===== src/design/wgm_pkg.sv =====
// wgm_pkg: shared types and constants of the wildcard glob matcher
// used by wgm_cell and wildcard_glob_matcher; depends on nothing
package wgm_pkg;

   localparam int PatternMax = 32;
   localparam int CountWidth = $clog2(PatternMax + 1);

   localparam logic [7:0] CharStar = 8'h2A;
   localparam logic [7:0] CharAny  = 8'h3F;

   typedef enum logic [1:0] {
      OP_CLEAR  = 2'd0,
      OP_APPEND = 2'd1,
      OP_VALUE  = 2'd2,
      OP_END    = 2'd3
   } op_type;

   // broadcast from the top level to every cell
   typedef struct packed {
      logic       update;
      logic       consume;
      logic       write;
      logic [7:0] symbol;
   } cell_ctl_type;

   // handed from one cell to the next position
   typedef struct packed {
      logic shift;
      logic carry;
   } cell_link_type;

endpackage


===== src/design/wgm_cell.sv =====
// wgm_cell: one pattern position, holding its byte and its active bit
// depends on wgm_pkg
module wgm_cell (
   input  logic                  clock,
   input  logic                  reset,
   input  logic                  home,
   input  logic                  sel,
   input  logic                  valid,
   input  wgm_pkg::cell_ctl_type ctl,
   input  wgm_pkg::cell_link_type link_in,
   output wgm_pkg::cell_link_type link_out,
   output logic                  active
);

   logic [7:0] char_ff;
   logic       active_ff;
   logic       active_in;
   logic [7:0] char_eff;
   logic       valid_eff;
   logic       is_star;
   logic       char_hit;
   logic       keep;

   // a byte being appended takes part in the same cycle's restart
   assign char_eff  = (ctl.write && sel) ? ctl.symbol : char_ff;
   assign valid_eff = valid || (ctl.write && sel);
   assign is_star   = (char_eff == wgm_pkg::CharStar);
   assign char_hit  = (char_eff == wgm_pkg::CharAny) || (char_eff == ctl.symbol);

   // a star stays active on any byte
   assign keep      = ctl.consume && active_ff && valid_eff && is_star;
   assign active_in = link_in.shift || link_in.carry || keep;

   // star closure ripples forward through runs of stars
   assign link_out.carry = active_in && valid_eff && is_star;
   assign link_out.shift = ctl.consume && active_ff && valid_eff && !is_star && char_hit;

   assign active = active_ff;

   always_ff @(posedge clock) begin
      if (reset) begin
         active_ff <= home;
      end else if (ctl.update) begin
         active_ff <= active_in;
      end
   end

   always_ff @(posedge clock) begin
      if (ctl.update && ctl.write && sel) begin
         char_ff <= ctl.symbol;
      end
   end

endmodule


===== src/design/wildcard_glob_matcher.sv =====
// wildcard_glob_matcher: top level, a row of wgm_cell positions and the result register
// depends on wgm_pkg and wgm_cell
//
// Glob matcher for '*' and '?', taking clear, append, value-byte and end requests;
// the set of live pattern positions is held one bit per cell, and a value
// byte moves every live bit one cell on (or keeps it on a star) in that cycle, with the
// star closure rippling through runs of stars along the row. The pattern holds up to
// 32 bytes; a further append sets the overflow flag until the next clear. Only an end
// request gives a result, through an output register: a new request is taken while that
// register is empty or being emptied, so one request per cycle is sustained as long as
// results are taken when offered.
module wildcard_glob_matcher (
   input  logic       clock,
   input  logic       reset,
   input  logic       req_valid,
   output logic       req_ready,
   input  logic [1:0] req_operation,
   input  logic [7:0] req_symbol,
   output logic       rsp_valid,
   input  logic       rsp_ready,
   output logic       rsp_matched,
   output logic       rsp_pattern_overflow
);

   localparam int Max = wgm_pkg::PatternMax;
   localparam int Cw  = wgm_pkg::CountWidth;

   logic [Cw-1:0]          count_ff;
   logic [Cw-1:0]          count_in;
   logic                   overflow_ff;
   logic                   overflow_in;
   logic                   last_ff;
   logic                   rsp_valid_ff;
   logic                   rsp_matched_ff;
   logic                   rsp_overflow_ff;
   logic                   fire;
   logic                   is_clear;
   logic                   is_append;
   logic                   is_value;
   logic                   is_end;
   logic                   hit;
   wgm_pkg::op_type        op;
   wgm_pkg::cell_ctl_type  ctl;
   wgm_pkg::cell_link_type link [Max:0];
   logic [Max:0]           act_vec;

   assign op        = wgm_pkg::op_type'(req_operation);
   assign req_ready = !rsp_valid_ff || rsp_ready;
   assign fire      = req_valid && req_ready;

   always_comb begin
      is_clear  = 1'b0;
      is_append = 1'b0;
      is_value  = 1'b0;
      is_end    = 1'b0;
      unique case (op)
         wgm_pkg::OP_CLEAR:  is_clear  = 1'b1;
         wgm_pkg::OP_APPEND: is_append = 1'b1;
         wgm_pkg::OP_VALUE:  is_value  = 1'b1;
         wgm_pkg::OP_END:    is_end    = 1'b1;
         default:            is_end    = 1'b0;
      endcase
   end

   assign ctl.update  = fire;
   assign ctl.consume = is_value;
   assign ctl.write   = is_append && (count_ff != Cw'(Max));
   assign ctl.symbol  = req_symbol;

   // every request but a value byte restarts the value at position zero
   assign link[0].shift = !is_value;
   assign link[0].carry = 1'b0;

   for (genvar i = 0; i < Max; i++) begin : g_cell
      localparam logic [Cw-1:0] Idx = Cw'(i);
      wgm_cell u_cell (
         .clock    (clock),
         .reset    (reset),
         .home     ((i == 0) ? 1'b1 : 1'b0),
         .sel      (count_ff == Idx),
         .valid    ((count_ff > Idx) && !is_clear),
         .ctl      (ctl),
         .link_in  (link[i]),
         .link_out (link[i+1]),
         .active   (act_vec[i])
      );
   end

   assign act_vec[Max] = last_ff;
   assign hit          = act_vec[count_ff];

   always_comb begin
      count_in    = count_ff;
      overflow_in = overflow_ff;
      if (is_clear) begin
         count_in    = '0;
         overflow_in = 1'b0;
      end else if (is_append) begin
         if (count_ff == Cw'(Max)) begin
            overflow_in = 1'b1;
         end else begin
            count_in = count_ff + Cw'(1);
         end
      end
   end

   always_ff @(posedge clock) begin
      if (reset) begin
         count_ff    <= '0;
         overflow_ff <= 1'b0;
         last_ff     <= 1'b0;
      end else if (fire) begin
         count_ff    <= count_in;
         overflow_ff <= overflow_in;
         last_ff     <= link[Max].shift || link[Max].carry;
      end
   end

   always_ff @(posedge clock) begin
      if (reset) begin
         rsp_valid_ff <= 1'b0;
      end else if (fire && is_end) begin
         rsp_valid_ff <= 1'b1;
      end else if (rsp_ready) begin
         rsp_valid_ff <= 1'b0;
      end
   end

   always_ff @(posedge clock) begin
      if (fire && is_end) begin
         rsp_matched_ff  <= hit && !overflow_ff;
         rsp_overflow_ff <= overflow_ff;
      end
   end

   assign rsp_valid            = rsp_valid_ff;
   assign rsp_matched          = rsp_matched_ff;
   assign rsp_pattern_overflow = rsp_overflow_ff;

   // an overflowed pattern never reports a match
   a_no_match_on_overflow: assert property (@(posedge clock) disable iff (reset)
      rsp_valid_ff |-> !(rsp_matched_ff && rsp_overflow_ff))
      else $error("match reported with overflowed pattern");

   a_count_bound: assert property (@(posedge clock) disable iff (reset)
      count_ff <= Cw'(Max))
      else $error("pattern count beyond capacity");

   a_clear_empties: assert property (@(posedge clock) disable iff (reset)
      (fire && is_clear) |=> (count_ff == '0) && !overflow_ff && act_vec[0])
      else $error("clear did not empty the pattern");

   a_stall_only_when_full: assert property (@(posedge clock) disable iff (reset)
      !req_ready |-> rsp_valid_ff)
      else $error("request side stalled with no result pending");

endmodule

===== config.mk =====
export PLATFORM = sky130hd
export DESIGN_NAME = wildcard_glob_matcher
export DESIGN_NICKNAME = d
export VERILOG_FILES = /design/src/design/wgm_pkg.sv /design/src/design/wgm_cell.sv /design/src/design/wildcard_glob_matcher.sv
export SDC_FILE = /design/constraint.sdc
export NUM_CORES = 1
export LEC_CHECK = 0
export ABC_CLOCK_PERIOD_IN_PS = 6300
export BUFFER_PORTS_ARGS = -buffer_cell sky130_fd_sc_hd__clkbuf_2
export CAP_MARGIN = 20
export CORE_ASPECT_RATIO = 0.7
export CORE_UTILIZATION = 60
export DETAILED_ROUTE_END_ITERATION = 6
export GPL_TIMING_DRIVEN = 0
export PLACE_DENSITY = 0.86
export SLEW_MARGIN = 20
export SYNTH_ARGS = -nofsm -noshare
export SYNTH_HDL_FRONTEND = slang
export SYNTH_SLANG_ARGS = --single-unit

===== constraint.sdc =====
create_clock -name clock -period 6.3 [get_ports clock]
set_clock_uncertainty 0.1 [all_clocks]
set_input_delay 0.63 -clock clock [delete_from_list [all_inputs] [get_ports clock]]
set_output_delay 0.63 -clock clock [all_outputs]
set_load 0.1 [all_outputs]

==> results of run 1 <==
## layout by cell type (no fill, tap or decap), types with 15 or more instances in the layout
| master | count |
|---|---|
| nor4_1 | 30 |
| and2_1 | 16 |
| nand3_1 | 83 |
| dfxtp_1 | 41 |
| buf_2 | 43 |
| xor2_1 | 120 |
| and3_1 | 36 |
| mux2i_1 | 32 |
| nand2_1 | 119 |
| clkbuf_1 | 42 |
| xnor2_1 | 137 |
| nor2b_1 | 20 |
| o211ai_1 | 15 |
| a21oi_1 | 74 |
| nor2_1 | 126 |
| a211oi_1 | 16 |
| edfxtp_1 | 258 |
| nand4_1 | 65 |
| inv_1 | 21 |
| clkbuf_16 | 29 |
| o21ai_0 | 80 |
| nor3_1 | 50 |
| clkbuf_2 | 17 |
## power by group through the flow
stage | sequential (W) | combinational, W | clock, W
6_report | 0.00217 | 0.000328 | 0.00182
2_1_floorplan | 0.00221 | 0.000176 | 0
3_3_place_gp | 0.00221 | 0.000304 | 0
3_5_place_dp | 0.00221 | 0.000312 | 0
5_1_grt | 0.00217 | 0.000337 | 0.00190
4_1_cts | 0.00217 | 0.000314 | 0.00182
## sequential cells by signal, indices dropped and copies added (netlist names)
signal and count:
g_cell.u_cell.char_ff 256, rsp_valid 1, rsp_pattern_overflow 1, count_ff 6
rsp_matched 1, g_cell.u_cell.active 32, overflow_ff 1, last_ff 1
## how the worst max path moves through the flow
stage	end	depth (start not counted)	slack (ps)	from
final	g_cell[12].u_cell.active	16	360	req_symbol[4]
after detailed placement	g_cell[12].u_cell.active	16	170	req_symbol[4]
after CTS	g_cell[12].u_cell.active	16	700	req_symbol[4]
after global placement	g_cell[12].u_cell.active	16	190	req_symbol[4]
after global routing	g_cell[12].u_cell.active	18	300	count_ff[0]
after floorplan	g_cell[24].u_cell.active	18	2260	count_ff[0]
## metrics by stage
stage | hold slack, ps | cells | worst slack [ps] | utilization [%]
2_1_floorplan | 332 | 1689 | 2260 | -
3_3_place_gp | 356 | 2084 | 186 | 62.8
3_5_place_dp | 363 | 2084 | 168 | 62.9
4_1_cts | 305 | 2137 | 704 | 66.2
5_1_grt | 330 | 2139 | 300 | 66.4
6_report | 338 | 2139 | 360 | 66.4
## area by class of cell
class | instances | share of cell area, %
clock inverters | 19 | 1.17
clock buffers | 34 | 3.88
flip-flops and latches | 299 | 44.7
plain buffers | 90 | 2.11
multi-input cells | 1279 | 44.7
inverters | 21 | 0.411
repair buffers | 19 | 0.574
well taps | 378 | 2.47
## metal layers
| metal | vias to the layer above | routed length [um] |
|---|---|---|
| met1 | 7333 | 24300 |
| met4 | 0 | 1890 |
| met3 | 187 | 8660 |
| met5 | - | 0 |
| met2 | 1154 | 24900 |
| li1 | 6457 | - |
## cell families (layout without fill, tap and decap cells)
family | Yosys count | after routing | synth area share (%)
xor gates and xnor gates | 257 | 257 | 12.8
AOI/OAI and AO/OA | 310 | 310 | 11.7
adders and majority gates | 4 | 4 | 0.284
buffers and inverters | 111 | 183 | 2.75
and+or+nand+nor | 659 | 659 | 20.2
muxes | 49 | 49 | 3.55
DFF | 299 | 299 | 48.7
## critical path, stage by stage
cell       delay, ps
clkbuf_2         560
buf_2            400
nor3_1           540
nand3_1          690
clkbuf_1         520
mux2i_1          330
o211a_1          210
o31ai_1           90
a31o_1           260
and2_1           180
a2111oi_0        930
or2_1            240
nor2b_1          210
a21oi_1          130
o211a_1          220
nor3_1           160
==> flow_metrics.env, run 1 <==
export IMPL_pwr_share_comb_pct=7.6
export IMPL_grt_busiest_layer="met1"
export IMPL_grt_setup_unrepaired="false"
export IMPL_grt_antenna_before_repair=1
export IMPL_grt_max_degree=38
export IMPL_placed_area_um2=18200
export IMPL_synth_common_cells="258 x edfxtp_1, 137 x xnor2_1, 126 x nor2_1"
export IMPL_fin_crit_sh_pct=94.3
export IMPL_synth_seq_cells=299
export IMPL_drc=2
export IMPL_r2r_end="g_cell[12].u_cell.active"
export IMPL_io_pin_count=18
export IMPL_critical_path_class="in2reg"
export IMPL_drt_wl_total_um=59700
export IMPL_power_w=0.00432
export IMPL_yosys_top_cells_area="edfxtp_1 44%, xnor2_1 6.8%, xor2_1 6.0%, dfxtp_1 4.7%, nor2_1 2.7%"
export IMPL_die_area_um2=30000
export IMPL_leakage_nw=6.20
export IMPL_via_per_inst=7.07
export IMPL_max_slew_margin_pct=19.5
export IMPL_cts_inserted_buffers=29
export IMPL_ys_async_sr_fraction_pct=0
export IMPL_cp_max_fo=33
export IMPL_root_buffer="clkbuf_16"
export IMPL_ys_flop_type="edfxtp_1"
export IMPL_post_route_min_period_ps=5940
export IMPL_vias=15100
export IMPL_wl_per_cell_um=27.9
export IMPL_drive_above_1_share_pct=8.97
export IMPL_grt_use_met2_pct=57.3
export IMPL_start_util_pct=60.9
export IMPL_postSynthAreaPerCell_um2=10.4
export IMPL_core_um2=28900
export IMPL_synth_cell_area_um2=17600
export IMPL_powerDensity_nw_per_um2=225
export IMPL_synth_cell_type_count=85
export IMPL_max_freq_mhz=168
export IMPL_cts_max_level=1
export IMPL_yosysWarnings=0
export IMPL_pwr_share_clk_pct=42.2
export IMPL_area_growth_synth_to_final_pct=8.97
export IMPL_worstPathRequired_ps=6710
export IMPL_violations="design-rule violations"
export IMPL_yosys_area_top_type="edfxtp_1"
export IMPL_swShare_pct=23.7
export IMPL_grt_overflow_total=0
export IMPL_n_fill_cell=2235
export IMPL_status="complete, but fails checks"
export IMPL_grt_pass1_vias=14300
export IMPL_synth_edf_count=258
export IMPL_syn_nets=1707
export IMPL_startpoint_type="input pin"
export IMPL_seqPwrFrac_pct=50.2
export IMPL_peakVddDrop_uv=287
export IMPL_p_int_w=0.00329
export IMPL_hold_violations=0
export IMPL_ant_nets=0
export IMPL_drv_slew=0
export IMPL_net_switching_power_w=0.00102
export IMPL_tightest_slew_ps=1210
export IMPL_num_rows=52
export IMPL_regToRegSetupSlack_ps=480
export IMPL_clock_sinks=299
export IMPL_end_kind="flip-flop"
export IMPL_ys_seq_area_share_pct=48.7
export IMPL_cts_path_max_buffers=3
export IMPL_drv_cap=0
export IMPL_clkLatencyLatePin_ps=590
export IMPL_postCtsSetupRepairBufs=0
export IMPL_tritoncts="done"
export IMPL_synth_most_common_cell="edfxtp_1"
export IMPL_finalSetupViolCount=0
export IMPL_hpwlAfterDp_um=41800
export IMPL_min_from="reset"
export IMPL_dr_pass1_iters=7
export IMPL_final_nets=1757
export IMPL_place_congestion=1.05
export IMPL_reg2reg_depth=18
export IMPL_cts_resized_gates=0
export IMPL_clk_pin_slew_worst_paths_ps=70
export IMPL_die_x_um=207
export IMPL_holdBufCountCts=0
export IMPL_worstPathArrival_ps=6350
export IMPL_whs_path_depth=4
export IMPL_met1_usage_pct=59.1
export IMPL_syn_inst=1689
export IMPL_reg2reg_from="count_ff[0]"
export IMPL_hp_class="in2reg"
export IMPL_grtUsageMet3_pct=10.7
export IMPL_n_antenna_cell=0
export IMPL_fin_area_um2=19200
export IMPL_grt_use_total_pct=39.9
export IMPL_drtIter0Drc=2287
export IMPL_grt_pass1_wl_um=88100
export IMPL_timing_setup_tns_ps=0
export IMPL_multi_input_area_um2=8570
export IMPL_area_sequential_um2=8570
export IMPL_synthDominantCellAreaShare_pct=44.0
export IMPL_die_h_um=145
export IMPL_hold_end="last_ff"
export IMPL_port_buffers=17
Note: power is estimated with default switching activity, not from simulation.
==> inputs of run 2 (changes only) <==
Settings changed: CORE_UTILIZATION 60 to 59, PLACE_DENSITY 0.86 to 0.85.
==> run 2 against run 1 <==
Compared with the run above:
- the flow now finishes without violations
- sequential power about the same
- setup slack improved by 75 ps
- hold slack worse by 43 ps
- cell area fell by 0.27%
- highest routed layer unchanged
- combinational power is essentially flat
- largest cell class is now multi-input combinational cells
- cell count stayed put
==> flow_metrics.env, run 2 (synthesized netlist as in run 1, its figures left out) <==
export IMPL_grt_max_degree=38
export IMPL_drt_wl_total_um=58900
export IMPL_cts_inserted_buffers=29
export IMPL_grt_antenna_before_repair=0
export IMPL_die_x_um=208
export IMPL_finalHoldWorstSlack_ps=295
export IMPL_post_route_min_period_ps=5860
export IMPL_io_pin_count=18
export IMPL_grt_use_total_pct=38.6
export IMPL_clkLatencyLatePin_ps=590
export IMPL_holdBufCountCts=0
export IMPL_worstPathRequired_ps=6620
export IMPL_tritoncts="done"
export IMPL_drv_slew=0
export IMPL_via_per_inst=7.00
export IMPL_die_h_um=146
export IMPL_area_growth_synth_to_final_pct=8.68
export IMPL_ant_nets=0
export IMPL_layout_commonest_cell="edfxtp_1"
export IMPL_grt_setup_unrepaired="false"
export IMPL_grt_overflow_total=0
export IMPL_hold_violations=0
export IMPL_final_nets=1757
export IMPL_drtIter0Drc=2233
export IMPL_hpwlAfterDp_um=41300
export IMPL_port_buffers=17
export IMPL_clk_pin_slew_worst_paths_ps=60
export IMPL_wl_per_cell_um=27.5
export IMPL_status="finished, final reports clean"
export IMPL_worstPathArrival_ps=6190
export IMPL_tightest_slew_ps=1200
export IMPL_clock_sinks=299
export IMPL_drc=0
export IMPL_drv_cap=0
export IMPL_cp_max_fo=33
export IMPL_cts_path_max_buffers=3
export IMPL_place_congestion=1.09
export IMPL_root_buffer="clkbuf_16"
export IMPL_largest_register="g_cell.u_cell.char_ff"
export IMPL_hp_class="in2reg"
export IMPL_fin_crit_sh_pct=93.1
export IMPL_num_rows=52
export IMPL_leakage_nw=6.19
export IMPL_timing_setup_tns_ps=0
export IMPL_drive_above_1_share_pct=9.03
export IMPL_peakVddDrop_uv=239
export IMPL_fin_util_pct=65.7
export IMPL_cts_resized_gates=0
export IMPL_startpoint_type="input pin"
export IMPL_vias=15000
export IMPL_final_cell_mix="258 x edfxtp_1, 137 x xnor2_1, 125 x nor2_1, 120 x xor2_1, 119 x nand2_1"
export IMPL_largest_reg_flops=256
export IMPL_die_area_um2=30500
export IMPL_core_um2=29100
export IMPL_critical_path_class="in2reg"
export IMPL_cts_max_level=1
export IMPL_start_util_pct=60.5
export IMPL_n_antenna_cell=0
export IMPL_grt_pass1_wl_um=87700
export IMPL_finalSetupViolCount=0
export IMPL_postCtsSetupRepairBufs=0
export IMPL_max_freq_mhz=171
export IMPL_grt_pass1_vias=14300
export IMPL_powerDensity_nw_per_um2=220
export IMPL_n_fill_cell=2256
export IMPL_max_slew_margin_pct=20.2
export IMPL_end_kind="flip-flop"
export IMPL_dr_pass1_iters=6
[run 2: changes by cell type in the layout (fill, tap and decap cells not counted), sizes merged]
cell | previous run | this run
clkbuf | 88 | 90
clkinvlp | 4 | 0
buf | 55 | 56
inv | 22 | 24
clkinv | 9 | 11
bufinv | 5 | 2
[run 2: power by group]
| group | total, W | leakage, nW | internal [W] | switching (W) |
|---|---|---|---|---|
| combinational | 0.000331 | 3.09 | 0.0000903 | 0.000240 |
| sequential | 0.00217 | 2.65 | 0.00216 | 0.00000899 |
| clock | 0.00171 | 0.445 | 0.000934 | 0.000779 |
| total | 0.00421 | 6.19 | 0.00318 | 0.00103 |
[run 2: cell type report]
type	count	area, um^2	area share, %
inverters	21	78.8	0.412
clock inverters	16	145	0.759
plain buffers	90	405	2.12
well taps	378	473	2.47
multi-input cells	1279	8570	44.8
flip-flops and latches	299	8570	44.8
repair buffers	19	120	0.628
clock buffers	37	756	3.95
[run 2: worst paths after layout]
| path | end | start | slack (ps) | cells past startpoint |
|---|---|---|---|---|
| worst min-delay path | rsp_valid | rsp_ready | 290 | 3 |
| worst min register to register | rsp_pattern_overflow | overflow_ff | 380 | 0 |
| worst max-delay path | g_cell[31].u_cell.active | req_symbol[4] | 440 | 16 |
| worst max register to register | g_cell[31].u_cell.active | count_ff[0] | 470 | 18 |
[run 2: critical path, stage by stage]
cell	delay, ps
clkbuf_2	580
buf_2	420
nor3_1	480
nand3_1	650
clkbuf_1	510
mux2i_1	370
a211oi_1	90
o21ba_2	210
o21ai_0	440
a31oi_1	310
o31ai_1	520
a31oi_2	220
o211ai_2	290
a31oi_2	150
o21ai_1	180
a311oi_1	100
[run 2: per-layer routing]
layer / up-vias / routed length (um) / GRT usage, %
li1: 6448 / - / -
met1: 7182 / 23400 / 56.1
met2: 1167 / 23700 / 53.2
met3: 177 / 9540 / 13.1
met4: 0 / 2190 / 14.3
met5: - / 0 / 0
[run 2: stage by stage]
| step | power, W | worst slack, ps | cell area (um^2) | std cells |
|---|---|---|---|---|
| 2_1_floorplan | 0.00239 | 2260 | 17600 | 1689 |
| 3_3_place_gp | 0.00251 | 350 | 18200 | 2084 |
| 3_5_place_dp | 0.00252 | 321 | 18200 | 2085 |
| 4_1_cts | 0.00419 | 836 | 19100 | 2138 |
| 5_1_grt | 0.00428 | 408 | 19100 | 2139 |
| 6_report | 0.00421 | 435 | 19100 | 2139 |
